**config.mk**
```make
export PLATFORM = sky130hd
export DESIGN_NAME = utf8_stream_decoder_core
export DESIGN_NICKNAME = d
export VERILOG_FILES = /design/src/hw/rtl/u8sd_pkg.sv /design/src/hw/rtl/u8sd_front.sv /design/src/hw/rtl/u8sd_queue.sv /design/src/hw/rtl/u8sd_back.sv /design/src/hw/rtl/utf8_stream_decoder_core.sv
export SDC_FILE = /design/constraint.sdc
export NUM_CORES = 1
export LEC_CHECK = 0
export BUFFER_PORTS_ARGS = -buffer_cell sky130_fd_sc_hd__buf_2
export CORE_MARGIN = 3
export CORE_UTILIZATION = 64
export CTS_BUF_LIST = sky130_fd_sc_hd__clkbuf_8 sky130_fd_sc_hd__clkbuf_16
export DETAILED_ROUTE_END_ITERATION = 6
export GPL_ROUTABILITY_DRIVEN = 0
export PLACE_DENSITY = 0.95
export SYNTH_ARGS = -nofsm -noshare
export SYNTH_HDL_FRONTEND = slang
export SYNTH_SLANG_ARGS = --single-unit
```
**constraint.sdc**
```tcl
create_clock -name clk -period 6.25 [get_ports clk]
set_input_delay 0.9375 -clock clk [delete_from_list [all_inputs] [get_ports clk]]
set_output_delay 0.9375 -clock clk [all_outputs]
set_load 0.02 [all_outputs]
```
**src/hw/rtl/u8sd_pkg.sv**
```systemverilog
// UTF-8 stream decoder: shared types and constants.
// Used by the front, queue, back and top-level modules. No dependencies.
package u8sd_pkg;

	localparam int CpWidth       = 21;
	localparam int QueueDepthDef = 4;

	// Lead-byte match patterns and masks
	localparam logic [7:0] MaskAscii = 8'h80;
	localparam logic [7:0] MaskLead2 = 8'hE0;
	localparam logic [7:0] PatLead2  = 8'hC0;
	localparam logic [7:0] MaskLead3 = 8'hF0;
	localparam logic [7:0] PatLead3  = 8'hE0;
	localparam logic [7:0] MaskLead4 = 8'hF8;
	localparam logic [7:0] PatLead4  = 8'hF0;
	localparam logic [7:0] MaskCont  = 8'h3F;
	localparam logic [7:0] MaskVal2  = 8'h1F;
	localparam logic [7:0] MaskVal3  = 8'h0F;
	localparam logic [7:0] MaskVal4  = 8'h07;

	// Class of a byte when read as a lead byte
	typedef enum logic [2:0] {
		CLS_ZERO,
		CLS_ASCII,
		CLS_LEAD2,
		CLS_LEAD3,
		CLS_LEAD4,
		CLS_OTHER
	} byte_cls_t;

	// Classified byte as it travels from front to back
	typedef struct packed {
		byte_cls_t   cls;
		logic [6:0]  lead_val;  // lead payload bits, already masked
		logic [5:0]  cont_val;  // low six bits for continuation use
		logic        last;
	} tok_t;

endpackage

```
**src/hw/rtl/u8sd_front.sv**
```systemverilog
// Front end: classifies each incoming byte as a lead byte and builds a token.
// Depends on u8sd_pkg.
module u8sd_front import u8sd_pkg::*; (
	input  logic       in_valid,
	input  logic [7:0] data_byte,
	input  logic       last_byte,
	input  logic       q_full,
	output logic       push,
	output tok_t       push_tok,
	output logic       in_ready
);

	byte_cls_t  cls;
	logic [7:0] lead_val;

	// Lead-byte decode; order matters for the overlapping masks
	always_comb begin
		priority if (data_byte == 8'h00) begin
			cls      = CLS_ZERO;
			lead_val = 8'h00;
		end else if ((data_byte & MaskAscii) == 8'h00) begin
			cls      = CLS_ASCII;
			lead_val = data_byte;
		end else if ((data_byte & MaskLead2) == PatLead2) begin
			cls      = CLS_LEAD2;
			lead_val = data_byte & MaskVal2;
		end else if ((data_byte & MaskLead3) == PatLead3) begin
			cls      = CLS_LEAD3;
			lead_val = data_byte & MaskVal3;
		end else if ((data_byte & MaskLead4) == PatLead4) begin
			cls      = CLS_LEAD4;
			lead_val = data_byte & MaskVal4;
		end else begin
			cls      = CLS_OTHER;
			lead_val = 8'h00;
		end
	end

	assign in_ready = !q_full;
	assign push     = in_valid && !q_full;
	assign push_tok = '{
		cls:      cls,
		lead_val: lead_val[6:0],
		cont_val: data_byte[5:0],
		last:     last_byte
	};

endmodule

```
**src/hw/rtl/u8sd_queue.sv**
```systemverilog
// Small token FIFO between the classifying front and the decoding back.
// Depends on u8sd_pkg.
module u8sd_queue import u8sd_pkg::*; #(
	parameter int QueueDepth = QueueDepthDef
) (
	input  logic clk,
	input  logic arst_n,
	input  logic push,
	input  tok_t push_tok,
	input  logic pop,
	output logic full,
	output logic not_empty,
	output tok_t head_tok
);

	localparam int PtrW = (QueueDepth > 1) ? $clog2(QueueDepth) : 1;
	localparam int CntW = $clog2(QueueDepth + 1);
	localparam logic [PtrW-1:0] LastPtr = PtrW'(QueueDepth - 1);

	tok_t            mem_q [QueueDepth];
	logic [PtrW-1:0] wr_ptr_q;
	logic [PtrW-1:0] rd_ptr_q;
	logic [CntW-1:0] cnt_q;
	logic            do_pop;

	assign full      = (cnt_q == CntW'(QueueDepth));
	assign not_empty = (cnt_q != '0);
	assign do_pop    = pop && not_empty;
	assign head_tok  = mem_q[rd_ptr_q];

	// Storage
	always_ff @(posedge clk) begin
		if (push) begin
			mem_q[wr_ptr_q] <= push_tok;
		end
	end

	// Pointers and fill count
	always_ff @(posedge clk or negedge arst_n) begin
		if (!arst_n) begin
			wr_ptr_q <= '0;
			rd_ptr_q <= '0;
			cnt_q    <= '0;
		end else begin
			if (push) begin
				wr_ptr_q <= (wr_ptr_q == LastPtr) ? '0 : wr_ptr_q + 1'b1;
			end
			if (do_pop) begin
				rd_ptr_q <= (rd_ptr_q == LastPtr) ? '0 : rd_ptr_q + 1'b1;
			end
			if (push && !do_pop) begin
				cnt_q <= cnt_q + 1'b1;
			end else if (!push && do_pop) begin
				cnt_q <= cnt_q - 1'b1;
			end
		end
	end

endmodule

```
**src/hw/rtl/u8sd_back.sv**
```systemverilog
// Back end: sequence state, code point assembly and the result register.
// Depends on u8sd_pkg.
module u8sd_back import u8sd_pkg::*; (
	input  logic               clk,
	input  logic               arst_n,
	input  logic               tok_valid,
	input  tok_t               tok,
	output logic               pop,
	output logic               out_valid,
	input  logic               out_ready,
	output logic [CpWidth-1:0] code_point,
	output logic               char_valid,
	output logic               end_of_string,
	output logic               truncated
);

	logic [2:0]         pending_q, pending_d;
	logic [CpWidth-1:0] partial_q, partial_d;
	logic               five_q, five_d;
	logic               stopped_q, stopped_d;

	logic               emit;
	logic [CpWidth-1:0] emit_cp;
	logic               emit_char, emit_end, emit_trunc;

	logic               out_valid_q;
	logic [CpWidth-1:0] cp_q;
	logic               char_q, end_q, trunc_q;

	logic [CpWidth-1:0] shifted;
	logic [2:0]         pend_dec;

	// A token is taken whenever the result register is free or draining
	assign pop = tok_valid && (!out_valid_q || out_ready);

	assign shifted  = {partial_q[CpWidth-7:0], tok.cont_val};
	assign pend_dec = pending_q - 3'd1;

	// Next-state and result for the token at the queue head
	always_comb begin
		pending_d  = pending_q;
		partial_d  = partial_q;
		five_d     = five_q;
		stopped_d  = stopped_q;
		emit       = 1'b0;
		emit_cp    = '0;
		emit_char  = 1'b0;
		emit_end   = 1'b0;
		emit_trunc = 1'b0;

		if (stopped_q) begin
			// Text ended: drop bytes until the string's last one
			if (tok.last) begin
				emit      = 1'b1;
				emit_end  = 1'b1;
				stopped_d = 1'b0;
			end
		end else if (pending_q == 3'd0) begin
			unique case (tok.cls)
				CLS_ZERO: begin
					stopped_d = 1'b1;
				end
				CLS_ASCII: begin
					emit      = 1'b1;
					emit_cp   = CpWidth'(tok.lead_val);
					emit_char = 1'b1;
				end
				CLS_LEAD2: begin
					partial_d = CpWidth'(tok.lead_val);
					pending_d = 3'd1;
				end
				CLS_LEAD3: begin
					partial_d = CpWidth'(tok.lead_val);
					pending_d = 3'd2;
				end
				CLS_LEAD4: begin
					partial_d = CpWidth'(tok.lead_val);
					pending_d = 3'd3;
				end
				default: begin
					partial_d = '0;
					pending_d = 3'd4;
					five_d    = 1'b1;
				end
			endcase
			if (tok.last) begin
				// Last byte: finish or flag an open sequence
				if (!emit) begin
					emit       = 1'b1;
					emit_trunc = (pending_d != 3'd0);
				end
				emit_end  = 1'b1;
				pending_d = 3'd0;
				partial_d = '0;
				five_d    = 1'b0;
				stopped_d = 1'b0;
			end
		end else begin
			// Continuation byte; the 5-byte form skips its second byte
			if (!(five_q && pending_q == 3'd4)) begin
				partial_d = shifted;
			end
			pending_d = pend_dec;
			if (pend_dec == 3'd0) begin
				emit      = 1'b1;
				emit_char = 1'b1;
				emit_cp   = five_q ? CpWidth'(partial_d[15:0]) : partial_d;
				emit_end  = tok.last;
				partial_d = '0;
				five_d    = 1'b0;
			end else if (tok.last) begin
				emit       = 1'b1;
				emit_end   = 1'b1;
				emit_trunc = 1'b1;
				pending_d  = 3'd0;
				partial_d  = '0;
				five_d     = 1'b0;
			end
		end
	end

	// Decoder state
	always_ff @(posedge clk or negedge arst_n) begin
		if (!arst_n) begin
			pending_q <= '0;
			partial_q <= '0;
			five_q    <= 1'b0;
			stopped_q <= 1'b0;
		end else if (pop) begin
			pending_q <= pending_d;
			partial_q <= partial_d;
			five_q    <= five_d;
			stopped_q <= stopped_d;
		end
	end

	// Result register valid flag
	always_ff @(posedge clk or negedge arst_n) begin
		if (!arst_n) begin
			out_valid_q <= 1'b0;
		end else if (pop) begin
			out_valid_q <= emit;
		end else if (out_ready) begin
			out_valid_q <= 1'b0;
		end
	end

	// Result payload
	always_ff @(posedge clk) begin
		if (pop && emit) begin
			cp_q    <= emit_cp;
			char_q  <= emit_char;
			end_q   <= emit_end;
			trunc_q <= emit_trunc;
		end
	end

	assign out_valid     = out_valid_q;
	assign code_point    = cp_q;
	assign char_valid    = char_q;
	assign end_of_string = end_q;
	assign truncated     = trunc_q;

endmodule

```
**src/hw/rtl/utf8_stream_decoder_core.sv**
```systemverilog
// UTF-8 stream decoder top level: front classifier, token queue, back decoder.
// Depends on u8sd_pkg, u8sd_front, u8sd_queue and u8sd_back.
//
//  Channel | Handshake            | Payload
//  --------+----------------------+------------------------------------------
//  input   | in_valid / in_ready  | data_byte[7:0], last_byte
//  output  | out_valid / out_ready| code_point[20:0], char_valid,
//          |                      | end_of_string, truncated
//
// One byte per cycle sustained while the output is not stalled; the back end
// decodes each byte through its state update. An accepted byte passes through
// its queue slot and then the result register before its result is valid.
// Reset clears the queue, the decoder state and the result valid flag.
// A stalled output holds the result register; the queue absorbs up to
// QueueDepth bytes before in_ready drops.
module utf8_stream_decoder_core import u8sd_pkg::*; #(
	parameter int QueueDepth = QueueDepthDef
) (
	input  logic               clk,
	input  logic               arst_n,
	input  logic               in_valid,
	output logic               in_ready,
	input  logic [7:0]         data_byte,
	input  logic               last_byte,
	output logic               out_valid,
	input  logic               out_ready,
	output logic [CpWidth-1:0] code_point,
	output logic               char_valid,
	output logic               end_of_string,
	output logic               truncated
);

	logic push, pop, q_full, q_not_empty;
	tok_t push_tok, head_tok;

	u8sd_front u_front (
		.in_valid  (in_valid),
		.data_byte (data_byte),
		.last_byte (last_byte),
		.q_full    (q_full),
		.push      (push),
		.push_tok  (push_tok),
		.in_ready  (in_ready)
	);

	u8sd_queue #(
		.QueueDepth (QueueDepth)
	) u_queue (
		.clk       (clk),
		.arst_n    (arst_n),
		.push      (push),
		.push_tok  (push_tok),
		.pop       (pop),
		.full      (q_full),
		.not_empty (q_not_empty),
		.head_tok  (head_tok)
	);

	u8sd_back u_back (
		.clk           (clk),
		.arst_n        (arst_n),
		.tok_valid     (q_not_empty),
		.tok           (head_tok),
		.pop           (pop),
		.out_valid     (out_valid),
		.out_ready     (out_ready),
		.code_point    (code_point),
		.char_valid    (char_valid),
		.end_of_string (end_of_string),
		.truncated     (truncated)
	);

endmodule
```
# == Word-level counts from Yosys, hierarchy flattened ==
# Memories as Yosys holds them, arrays and structs flattened.
# Index checks and enable logic that the tools add are counted.
# totals
output_inout_bits,26
register_bits,58
mem_count,1
ram_bits,68
# mem_list
name,depth,word_bits,rd,rd_ports_with_merged_regs,write_ports,line,rtl
u_queue.mem_q,4,17,1,0,1,u8sd_queue.sv:20,tok_t mem_q [QueueDepth];
# classes
n_bitwise,1
n_reduce_logical,28
n_eq_ne,13
n_mux,62
addsub,5
# ops
op,n
$mux 21,8
$pmux 21 s2,1
$mux 3,13
$mux 1,32
$mux 7,4
$logic_not 8->1,2
$eq 3x3->1 const B,4
$pmux 3 s4,1
$logic_not 3->1,3
$reduce_bool 3->1,3
$logic_and 1x1->1,7
$eq 3x2->1 const B,2
$ne 3x2->1 const B,2
$sub 3x1->3 const B,2
$eq 5x5->1 const B,1
$reduce_or 5->1,1
$add 2x1->2 const B,2
$eq 2x2->1 const B,2
$eq 4x4->1 const B,1
$logic_not 1->1,4
$mux 2,2
$mux 4,1
$reduce_and 4->1,1
$reduce_bool 2->1,2
8 further kinds,8

# == Logic depth before layout (Yosys ltp) ==
# Gate-level depths: netlist of run 1.
# An unclocked memory read counts as a cell.
# logic_depth
word_depth,10
depth_mapped,9
ltp_nobuf,9

# == Hierarchy ==
# From an unflattened synthesis of run 1, not the netlist that was laid out.
# unflattened
hier_cells,369
area_unflattened_um2,5436.5
# by_module_without_submodules
mod,area_per_inst_um2,seq_area_each_um2,n_inst,cells_each
u8sd_queue,2925.3,2217.1,1,126
u8sd_back,2327.2,1271.2,1,215
u8sd_front,183.9,0.0,1,28

# == Least setup slack after synthesis of run 1 ==
# No wires, ideal clock.
# synth_timing
path_kind,reg2reg
startpoint,register u_queue.rd_ptr_q[0]
endpoint,register u_back.char_q (netlist: u_back.char_valid) (enable)
required_ns,5.830
setup_slack_ns,2.918
synth_period_minus_slack_ns,3.332
n_path_buf,1
arrival_time_ns,2.912
path_stages_with_launch,6
path_cell_list,dfrtp_1 -> buf_6 -> mux4_2 -> nor3_1 -> nand3_1 -> a31oi_1
# synth_via
elab_chain_len,9
word_cells_on_any_way,11
classes_between,eq/ne: 1; mux: 8; reduce/logical: 1; memory: 1
# synth_lines
element,line,rtl
start: declaration,u8sd_queue.sv:22,logic [PtrW-1:0] rd_ptr_q;
start signal: assignment,u8sd_queue.sv:49,rd_ptr_q <= (rd_ptr_q == LastPtr) ? '0 : rd_ptr_q + 1'b1;
$mem_v2 4x17 (*),-,
$eq 3x1->1,u8sd_back.sv:59,unique case (tok.cls)
$mux 1,u8sd_back.sv:59,
$mux 1,u8sd_back.sv:58,end else if (pending_q == 3'd0) begin
$mux 1,u8sd_back.sv:51,if (stopped_q) begin
$mux 1,u8sd_back.sv:86,if (tok.last) begin
$mux 1,u8sd_back.sv:58,
$mux 1 (*),u8sd_back.sv:51,
$logic_and 1x1->1 (*),u8sd_back.sv:150,if (pop && emit) begin
end signal: assignment,u8sd_back.sv:152,char_q <= emit_char;
end: declaration,u8sd_back.sv:28,"logic char_q, end_q, trunc_q;"
# Mark *: on every way between the ends. The rest lies on a longest branch, timed or not. The select of a mux whose other input is x is not followed.
# A chain may end at the register's enable or synchronous reset.

# == Final worst setup path of run 1 ==
# layout_timing
startpoint,register u_queue.rd_ptr_q[1]
endpoint,register u_back.cp_q[15] (netlist: u_back.code_point[15]) (enable)
# layout_via
elab_chain_len,9
word_cells_on_any_way,11
classes_between,eq/ne: 1; mux: 8; reduce/logical: 1; memory: 1
# layout_lines
element,line,rtl
$mem_v2 4x17 (*),-,
$eq 3x1->1,u8sd_back.sv:59,
$mux 1,u8sd_back.sv:59,
$mux 1,u8sd_back.sv:58,
$mux 1,u8sd_back.sv:51,
$mux 1,u8sd_back.sv:86,
$mux 1,u8sd_back.sv:58,
$mux 1 (*),u8sd_back.sv:51,
$logic_and 1x1->1 (*),u8sd_back.sv:150,
end signal: assignment,u8sd_back.sv:151,cp_q <= emit_cp;
end: declaration,u8sd_back.sv:27,logic [CpWidth-1:0] cp_q;
# Marks and branches as above.

==> results of run 1 <==
per-layer routing:
layer | track usage (%) | vias to the layer above
met2 | 43.2 | 213
met1 | 31.3 | 1707
li1 | - | 1530
met4 | 11.1 | 0
met5 | 0 | -
met3 | 6.29 | 47
layout by cell type (no fill, tap or decap), drive strengths merged, types with 2 or more instances in the layout:
cell type,Yosys,layout
buf,9,40
inv,27,30
o21ai,5,5
xnor2,2,2
o32ai,9,9
nand2,28,28
nor4,2,2
a21o,2,2
a31oi,11,11
o31ai,2,2
dfrtp,29,29
clkinv,0,4
mux2i,2,2
nand2b,4,4
bufinv,0,3
nor2,7,7
a32o,7,7
mux2,13,13
ha,9,9
a21boi,2,2
mux4,16,16
xor2,3,3
nor2b,9,9
o21a,2,2
and3,7,7
clkbuf,13,17
nand3,12,12
nor3,11,11
clkinvlp,0,4
a41oi,2,2
and2,3,3
o211ai,7,7
a21oi,18,18
edfxtp,92,92
cell families (layout without fill, tap and decap cells):
kind of cell | count (synthesis) | count (layout) | share of synthesized area (%)
adder cells (fa/ha/maj) | 10 | 10 | 2.45
XOR/XNOR | 5 | 5 | 0.811
multiplexers | 31 | 31 | 9.75
AO/OA/AOI/OAI | 76 | 76 | 10.3
flip-flops | 121 | 121 | 64.6
buffers and inverters | 49 | 98 | 4.05
AND/OR/NAND/NOR | 87 | 87 | 8.13
worst max-delay path: cells and delay by family, from the launching register on:
| family | cells | cell delay, ns |
|---|---|---|
| compound gates | 1 | 0.51 |
| simple gates | 2 | 0.68 |
| buf+inv | 1 | 0.35 |
| flops | 1 | 0.93 |
| mux | 1 | 0.50 |
final timing paths:
| kind | cells after the start | slack [ns] | to | startpoint |
|---|---|---|---|---|
| max in group asynchronous | 1 | 5.35 | u_back.partial_q[2] | arst_n |
| worst max-delay path | 5 | 2.98 | u_back.code_point[15] | u_queue.rd_ptr_q[1] |
| min in group clk | 2 | 0.54 | u_back.partial_q[10] | u_back.partial_q[10] |
| worst max register to register | 5 | 2.98 | u_back.code_point[15] | u_queue.rd_ptr_q[1] |
| worst min register to register | 2 | 0.54 | u_back.partial_q[10] | u_back.partial_q[10] |
| worst min-delay path | 1 | 0.46 | u_back.pending_q[2] | arst_n |
sequential cells by signal (all words and copies together), names as in the netlist:
signal                count
u_back.five_q             1
u_back.stopped_q          1
u_back.out_valid          1
u_queue.mem_q            68
u_queue.rd_ptr_q          2
u_back.code_point        21
u_queue.wr_ptr_q          2
u_queue.cnt_q             3
u_back.char_valid         1
u_back.pending_q          3
u_back.truncated          1
u_back.end_of_string      1
u_back.partial_q         16
power by group through the flow:
stage	clock, W	combinational (W)	sequential [W]
2_1_floorplan	0	0.000895	0.00139
3_3_place_gp	0	0.00120	0.00133
3_5_place_dp	0	0.00125	0.00135
4_1_cts	0.000969	0.00128	0.00134
5_1_grt	0.00101	0.00139	0.00137
6_report	0.000965	0.00129	0.00134
layout make-up:
cell class	instances	area share, %
Timing Repair Buffer	40	3.30
Clock buffer	17	6.67
Inverter	27	1.63
Tap cell	102	2.05
Multi-Input combinational cell	209	27.4
Sequential cell	121	56.2
Clock inverter	14	2.78
metrics by stage:
stage                     hold WS (ns)  setup WS [ns]  utilization [%]
final                            0.461           2.98             78.0
after CTS                        0.470           3.03             78.0
after global placement           0.496           3.30             70.6
after detailed placement         0.501           3.19             70.6
after global routing             0.497           2.87             78.0
after floorplan                  0.476           2.92                -
==> flow_metrics.env, run 1 <==
export IMPL_start_kind="flip-flop"
export IMPL_max_stage_delay_ns=0.93
export IMPL_worstHoldPathType="in -> async"
export IMPL_postCtsSetupBuffers=0
export IMPL_power_density_mw_per_mm2=579
export IMPL_drt_initial_drc_count=345
export IMPL_cts_made_buffers=17
export IMPL_grt_max_degree=30
export IMPL_cp_data_arrival_time_ns=3.47
export IMPL_instances_no_fill=530
export IMPL_portBuffers=38
export IMPL_rsz0062_at_grt="false"
export IMPL_vias=3497
export IMPL_p_total_w=0.00360
export IMPL_dpl_cell_count=499
export IMPL_die_area_mm2=0.00958
export IMPL_status="completed"
export IMPL_p_leak_nw=2.30
export IMPL_register_area_mm2=0.00349
export IMPL_async_flop_share_pct=24.0
export IMPL_root_buffer="clkbuf_8"
export IMPL_crit_fanout=20
export IMPL_wl_met1_um=4320
export IMPL_die_h_um=97.9
export IMPL_netlist_top_cells_area="edfxtp_1 51%, dfrtp_1 13%, mux4_2 6.7%"
export IMPL_worstSetupPathType="reg -> reg"
export IMPL_insertion_delay_ns=0.51
export IMPL_tns_ns=0
export IMPL_clock_sinks=121
export IMPL_yosysWarningCount=0
export IMPL_clk_pin_slew_worst_paths_ns=0.06
export IMPL_synth_top_area_share_pct=51.1
export IMPL_slew_viol_final=0
export IMPL_coreArea_mm2=0.00797
export IMPL_wl_per_cell_um=21.8
export IMPL_placementRows=32
export IMPL_switching_share_pct=37.0
export IMPL_drive_gt1_share_pct=25.2
export IMPL_finalSetupViolations=0
export IMPL_power_switching_w=0.00133
export IMPL_hold_viol=0
export IMPL_grt_pass1_wl_um=18800
export IMPL_cap_violations=0
export IMPL_initial_core_util_pct=67.8
export IMPL_period_needed_ns=3.27
export IMPL_viasPerCell=6.60
export IMPL_pwr_share_clk_pct=26.8
export IMPL_end_kind="flip-flop"
export IMPL_grt_ovfl_total=0
export IMPL_fill_cells=446
export IMPL_drtPass1Iterations=7
export IMPL_synth_seq_area_share_pct=64.6
export IMPL_drcViolationCount=0
export IMPL_syn2layout_area_growth_pct=15.0
export IMPL_power_frac_comb_pct=35.9
export IMPL_multiInputGateArea_mm2=0.00170
export IMPL_yosysMostFrequentCell="edfxtp_1"
export IMPL_grt_pass1_vias=3535
export IMPL_dp_hpwl_um=7110
export IMPL_synth_ff_type="edfxtp_1"
export IMPL_highest_layer="met4"
export IMPL_dr_wl_met3_um=869
export IMPL_synth_edff_count=92
export IMPL_syn_area_mm2=0.00540
export IMPL_seqPwrFrac_pct=37.3
export IMPL_ant_nets=0
export IMPL_fmax_mhz=306
export IMPL_design_area_mm2=0.00621
export IMPL_die_w_um=97.9
export IMPL_slowest_stage="dfrtp_1"
export IMPL_htreeDepth=4
export IMPL_yosysTopAreaCell="edfxtp_1"
export IMPL_cts_hold_buf=0
export IMPL_antenna_found_initial=0
export IMPL_synth_nets=402
export IMPL_worst_pin_slew_ns=1.26
export IMPL_synth_seq_cells=121
export IMPL_intPower_w=0.00226
export IMPL_nets=439
export IMPL_fin_skew_ns=0.00671
export IMPL_path_cells="mux4_2 -> nor3_1 -> nand3_1 -> a31oi_2 -> buf_4"
export IMPL_n_antenna_cell=0
export IMPL_ios=39
export IMPL_clock_path_buffers=2
export IMPL_cts_tree="done"
export IMPL_cp_required_ns=6.45
export IMPL_dpl_cell_area_mm2=0.00563
export IMPL_syn_inst=379
export IMPL_grt_usage_pct=25.5
export IMPL_ctsResizeCount=0
export IMPL_timing_final_crit_share_pct=52.4
export IMPL_drt_total_wl_um=11500
export IMPL_ys_types=52
export IMPL_avgSynthCellArea_um2=14.3
export IMPL_peakVddDrop_mv=0.313
export IMPL_synth_common_cells="92 x edfxtp_1, 29 x dfrtp_1, 27 x nand2_1"
export IMPL_max_slew_margin_rel_pct=15.6
export IMPL_met2_length_um=5950
Power figures use the tool's default switching activity.
==> run 2: changes to the inputs <==
--- a/config.mk
+++ b/config.mk
@@ -5,13 +5,14 @@
 export SDC_FILE = /design/constraint.sdc
 export NUM_CORES = 1
 export LEC_CHECK = 0
+export ABC_AREA = 1
 export BUFFER_PORTS_ARGS = -buffer_cell sky130_fd_sc_hd__buf_2
 export CORE_MARGIN = 3
-export CORE_UTILIZATION = 64
+export CORE_UTILIZATION = 55
 export CTS_BUF_LIST = sky130_fd_sc_hd__clkbuf_8 sky130_fd_sc_hd__clkbuf_16
 export DETAILED_ROUTE_END_ITERATION = 6
 export GPL_ROUTABILITY_DRIVEN = 0
-export PLACE_DENSITY = 0.95
+export PLACE_DENSITY = 0.87
 export SYNTH_ARGS = -nofsm -noshare
 export SYNTH_HDL_FRONTEND = slang
 export SYNTH_SLANG_ARGS = --single-unit
==> constraint.sdc (replaced) <==
create_clock -name clk -period 3 [get_ports clk]
set_input_delay 0.45 -clock clk [delete_from_list [all_inputs] [get_ports clk]]
set_output_delay 0.45 -clock clk [all_outputs]
set_load 0.02 [all_outputs]
==> run 2 against run 1 <==
The flow now finishes with violations (hold timing). Setup slack worse by 2.6 ns. Total power up 130%. Sequential share of layout area down 3.4 points. Wire length up 10%. Largest cell class unchanged. Highest routed layer unchanged.
==> flow_metrics.env, run 2 <==
export IMPL_ctsResizeCount=0
export IMPL_viasPerCell=5.48
export IMPL_clk_pin_slew_worst_paths_ns=0.06
export IMPL_vias=4331
export IMPL_grt_usage_pct=22.7
export IMPL_postLayoutCoreUtil_pct=65.4
export IMPL_cap_violations=0
export IMPL_yosysMostFrequentCell="nand2_1"
export IMPL_layout_commonest_cell="nand2_1"
export IMPL_power_switching_w=0.00345
export IMPL_syn_area_mm2=0.00597
export IMPL_insertion_delay_ns=0.53
export IMPL_slew_viol_final=0
export IMPL_placementRows=37
export IMPL_clock_sinks=126
export IMPL_synth_seq_area_share_pct=60.5
export IMPL_hold_viol=2
export IMPL_ant_nets=0
export IMPL_drive_gt1_share_pct=18.3
export IMPL_status="complete, but fails checks"
export IMPL_crit_fanout=36
export IMPL_power_density_mw_per_mm2=1210
export IMPL_synth_seq_cells=126
export IMPL_dp_hpwl_um=8070
export IMPL_max_slew_margin_rel_pct=47.2
export IMPL_peakVddDrop_mv=0.604
export IMPL_start_kind="flip-flop"
export IMPL_worstSetupPathType="reg -> reg"
export IMPL_die_w_um=110
export IMPL_synth_ff_type="edfxtp_1"
export IMPL_clock_path_buffers=2
export IMPL_rsz0062_at_grt="false"
export IMPL_cts_hold_buf=0
export IMPL_grt_max_degree=37
export IMPL_top_register="u_queue.mem_q"
export IMPL_tns_ns=0
export IMPL_synth_edff_count=92
export IMPL_syn_inst=597
export IMPL_grt_pass1_wl_um=20400
export IMPL_wl_per_cell_um=16.1
export IMPL_timing_final_crit_share_pct=87.3
export IMPL_worstHoldPathType="in -> async"
export IMPL_drtPass1Iterations=6
export IMPL_die_area_mm2=0.0121
export IMPL_cp_data_arrival_time_ns=2.82
export IMPL_cts_made_buffers=17
export IMPL_portBuffers=38
export IMPL_postCtsSetupBuffers=0
export IMPL_end_kind="flip-flop"
export IMPL_antenna_found_initial=0
export IMPL_synth_top_area_share_pct=46.3
export IMPL_initial_core_util_pct=57.1
export IMPL_grt_ovfl_total=0
export IMPL_avgSynthCellArea_um2=10.0
export IMPL_cts_tree="done"
export IMPL_drcViolationCount=0
export IMPL_timing_hold_ws_ns=-0.00564
export IMPL_fill_cells=787
export IMPL_intPower_w=0.00481
export IMPL_ys_types=39
export IMPL_p_leak_nw=3.03
export IMPL_pwr_share_clk_pct=25.0
export IMPL_seqPwrFrac_pct=33.4
export IMPL_grt_pass1_vias=4166
export IMPL_coreArea_mm2=0.0105
export IMPL_nets=664
export IMPL_syn2layout_area_growth_pct=14.6
export IMPL_largest_reg_flops=68
export IMPL_worst_pin_slew_ns=0.793
export IMPL_netlist_top_cells_area="edfxtp_1 46%, dfrtp_1 14%, nand2_1 8.0%"
export IMPL_synth_nets=620
export IMPL_switching_share_pct=41.8
export IMPL_fmax_mhz=382
export IMPL_n_antenna_cell=0
export IMPL_yosysWarningCount=0
export IMPL_yosysTopAreaCell="edfxtp_1"
export IMPL_async_flop_share_pct=27.0
export IMPL_period_needed_ns=2.62
export IMPL_finalSetupViolations=0
export IMPL_root_buffer="clkbuf_8"
export IMPL_drt_initial_drc_count=349
export IMPL_synth_common_cells="128 x nand2_1, 99 x nor2_1, 92 x edfxtp_1"
export IMPL_fin_skew_ns=0.00741
export IMPL_final_cell_mix="128 x nand2_1, 99 x nor2_1, 92 x edfxtp_1"
export IMPL_ios=39
export IMPL_violations="hold timing"
export IMPL_power_frac_comb_pct=41.6
export IMPL_htreeDepth=4
export IMPL_drt_total_wl_um=12700
export IMPL_die_h_um=110
export IMPL_cp_required_ns=3.20
==> run 2: cell count changes after synthesis, moves of 10 or more <==
cell / change
nand2_1: +101
nor2_1: +92
inv_1: +29
mux4_2: -16
nand2_2: +10
mux2_2: -13
o21ai_1: +10
a21oi_1: -13
nand3_1: +15
o21ai_0: +41
==> run 2: area by class of cell <==
type / count / area (um^2) / share of cell area (%)
clock inverters: 15 / 186 / 2.72
clock buffers: 17 / 414 / 6.05
multi-input cells: 390 / 1970 / 28.8
repair buffers: 47 / 258 / 3.77
inverters: 59 / 229 / 3.35
well taps: 136 / 170 / 2.49
flip-flops and latches: 126 / 3610 / 52.8
==> run 2: layer usage <==
metal  share of wire [%]  global-route usage [%]  routed length [um]  vias to the layer above
met4                 2.1                    8.80                 266                        0
li1                    -                       -                   -                     2078
met5                   0                       0                   0                        -
met3                 6.1                    5.77                 777                       29
met1                  40                    27.9                5120                     2049
met2                  52                    38.4                6550                      175
==> run 2: per-stage QoR <==
stage	power, W	setup slack [ns]	hold slack, ns	std cells	instance area (um^2)
floorplan	0.00541	0.750	0.154	597	5970
global placement	0.00597	0.595	0.464	758	6240
detailed placement	0.00615	0.436	0.478	758	6240
CTS	0.00826	0.426	0.0220	790	6840
global route	0.00880	0.133	0.0405	790	6840
finish	0.00825	0.382	-0.00564	790	6840
==> run 2: critical path, cell delays in order, from the launching register on <==
cell and delay, ns:
dfrtp_1 0.77, inv_8 0.20, nand2_2 0.14, nand2_1 0.07, nand2_1 0.06, nand2_1 0.09, nor2_2 0.13, nand4_2 0.21
nand2_2 0.15, nand2_2 0.08, nand2_1 0.07, buf_4 0.30
==> run 2: worst paths after layout <==
check,cells after the start,from,end,slack (ns)
max,11,u_queue.rd_ptr_q[0],u_back.code_point[2],0.38
min,1,arst_n,u_back.partial_q[8],-0.006
max reg2reg,11,u_queue.rd_ptr_q[0],u_back.code_point[2],0.38
min reg2reg,2,u_back.partial_q[16],u_back.partial_q[16],0.49
max in group asynchronous,1,arst_n,u_queue.rd_ptr_q[0],2.49
min in group clk,1,last_byte,u_queue.mem_q[0][0],0.13
==> run 2: power by group through the flow <==
stage / Clock, W / Combinational, W / Sequential (W)
after floorplan: 0 / 0.00245 / 0.00295
after global placement: 0 / 0.00322 / 0.00276
after detailed placement: 0 / 0.00337 / 0.00278
after CTS: 0.00208 / 0.00342 / 0.00276
after global routing: 0.00218 / 0.00381 / 0.00281
final: 0.00206 / 0.00343 / 0.00275
==> run 2: cell families (layout without fill, tap and decap cells) <==
group | after synthesis | count (layout) | share of synthesized area (%)
AOI/OAI and AO/OA | 82 | 82 | 7.86
buffers and inverters | 81 | 138 | 6.45
DFF | 126 | 126 | 60.5
and+or+nand+nor | 295 | 295 | 22.5
adders and majority gates | 10 | 10 | 2.22
xor gates and xnor gates | 3 | 3 | 0.440
==> run 3: changes to the inputs <==
--- a/config.mk
+++ b/config.mk
@@ -12,6 +12,8 @@
 export CTS_BUF_LIST = sky130_fd_sc_hd__clkbuf_8 sky130_fd_sc_hd__clkbuf_16
 export DETAILED_ROUTE_END_ITERATION = 6
 export GPL_ROUTABILITY_DRIVEN = 0
+export GPL_TIMING_DRIVEN = 0
+export MAX_ROUTING_LAYER = met4
 export PLACE_DENSITY = 0.87
 export SYNTH_ARGS = -nofsm -noshare
 export SYNTH_HDL_FRONTEND = slang
==> run 3 against run 2 <==
The run now ends clean. Non-clock buffer count up 16. Via count up 2.5%. Die area unchanged. Flip-flop and latch count unchanged. First-iteration DRC count down 11%. Wire length up 2.1%. Highest routed layer unchanged.
==> flow_metrics.env, run 3 (synthesized netlist as in run 2, its figures left out) <==
export IMPL_cts_made_buffers=17
export IMPL_grt_usage_pct=24.0
export IMPL_slew_viol_final=0
export IMPL_layout_commonest_cell="nand2_1"
export IMPL_crit_fanout=24
export IMPL_placementRows=37
export IMPL_grt_pass1_vias=4409
export IMPL_cp_data_arrival_time_ns=2.92
export IMPL_syn2layout_area_growth_pct=16.3
export IMPL_die_area_mm2=0.0121
export IMPL_timing_final_crit_share_pct=92.3
export IMPL_insertion_delay_ns=0.53
export IMPL_tns_ns=0
export IMPL_grt_ovfl_total=0
export IMPL_drive_gt1_share_pct=20.0
export IMPL_drt_total_wl_um=13000
export IMPL_instances_no_fill=806
export IMPL_nets=680
export IMPL_drcViolationCount=0
export IMPL_timing_rr_start="u_queue.rd_ptr_q[0]"
export IMPL_drt_initial_drc_count=312
export IMPL_htreeDepth=4
export IMPL_power_density_mw_per_mm2=1200
export IMPL_postCtsSetupBuffers=0
export IMPL_peakVddDrop_mv=0.695
export IMPL_status="completed"
export IMPL_root_buffer="clkbuf_8"
export IMPL_clock_sinks=126
export IMPL_cp_required_ns=3.15
export IMPL_ios=39
export IMPL_worstSetupPathType="reg -> reg"
export IMPL_clock_path_buffers=2
export IMPL_grt_max_degree=35
export IMPL_fin_skew_ns=0.00723
export IMPL_top_register="u_queue.mem_q"
export IMPL_largest_reg_flops=68
export IMPL_fill_cells=789
export IMPL_hold_viol=0
export IMPL_coreArea_mm2=0.0105
export IMPL_die_h_um=110
export IMPL_worstHoldPathType="in -> async"
export IMPL_final_cell_mix="128 x nand2_1, 95 x nor2_1, 92 x edfxtp_1"
export IMPL_grt_pass1_wl_um=21300
export IMPL_start_kind="flip-flop"
export IMPL_end_kind="flip-flop"
export IMPL_portBuffers=38
export IMPL_wl_per_cell_um=16.1
export IMPL_n_antenna_cell=0
export IMPL_dp_hpwl_um=9010
export IMPL_rsz0062_at_grt="false"
export IMPL_finalSetupViolations=0
export IMPL_drtPass1Iterations=5
export IMPL_ant_nets=0
export IMPL_period_needed_ns=2.77
export IMPL_max_slew_margin_rel_pct=33.0
export IMPL_p_leak_nw=3.06
export IMPL_fmax_mhz=361
export IMPL_viasPerCell=5.51
export IMPL_die_w_um=110
export IMPL_vias=4439
export IMPL_clk_pin_slew_worst_paths_ns=0.06
export IMPL_cp_startpoint="u_queue.rd_ptr_q[0]"
export IMPL_ctsResizeCount=0
export IMPL_dpl_cell_count=774
export IMPL_cts_hold_buf=0
export IMPL_cap_violations=0
export IMPL_worst_pin_slew_ns=1.00
export IMPL_cts_tree="done"
export IMPL_antenna_found_initial=0
export IMPL_initial_core_util_pct=57.1
## run 3: cell count changes in the layout (fill, tap and decap cells not counted), sizes merged
cell / change
clkbuf: +6
buf: +10
clkinv: +3
clkinvlp: +3
bufinv: -1
inv: -5
## run 3: critical path, cell delays in order (launching register included)
cell and delay (ns):
dfrtp_1 0.39, buf_6 0.16, inv_8 0.09, buf_8 0.13
nand2_2 0.07, nand3_2 0.07, nand2_2 0.10, nor2_2 0.17
nand4_2 0.21, nand2_2 0.16, nand2_2 0.07, nand2_1 0.74
## run 3: worst paths after layout
check | end | slack [ns] | depth (start not counted)
worst max-delay path | u_back.code_point[4] | 0.23 | 11
worst min-delay path | u_back.partial_q[13] | 0.02 | 1
worst max register to register | u_back.code_point[4] | 0.23 | 11
worst min register to register | u_back.partial_q[20] | 0.50 | 2
max in group asynchronous | u_queue.wr_ptr_q[1] | 2.45 | 1
min in group clk | u_queue.mem_q[2][2] | 0.18 | 1
## run 3: per-stage QoR
step                      instance area [um^2]  hold slack (ns)  setup WS (ns)  util, %  total power, W
after global placement                    6330            0.461          0.329     60.5         0.00618
after CTS                                 6950           0.0362          0.169     66.4         0.00834
after global routing                      6950           0.0667         0.0388     66.4         0.00889
after detailed placement                  6380            0.480          0.200     61.0         0.00639
after floorplan                           5970            0.154          0.750        -         0.00541
final                                     6950           0.0171          0.231     66.4         0.00834
## run 3: report_power, final
| group | leakage, nW | internal (W) | switching (W) |
|---|---|---|---|
| Sequential | 1.31 | 0.00254 | 0.000195 |
| Clock | 0.269 | 0.00118 | 0.000760 |
| Combinational | 1.48 | 0.00113 | 0.00254 |
| Total | 3.06 | 0.00485 | 0.00349 |
## run 3: layout make-up
cell class / instances / area, um^2 / share of cell area [%]
Buffer: 22 / 156 / 2.25
Clock buffer: 17 / 414 / 5.96
Clock inverter: 15 / 148 / 2.13
Inverter: 59 / 229 / 3.30
Multi-Input combinational cell: 390 / 1980 / 28.6
Sequential cell: 126 / 3610 / 52.0
Tap cell: 136 / 170 / 2.45
Timing Repair Buffer: 41 / 231 / 3.33
## run 3: metal layers
| layer | track usage (%) | part of all wire, % | up-vias |
|---|---|---|---|
| met5 | - | 0 | - |
| met4 | 6.68 | 0.81 | 0 |
| met3 | 7.11 | 8.3 | 14 |
| met2 | 39.4 | 51 | 202 |
| met1 | 29.1 | 40 | 2109 |
| li1 | - | - | 2114 |
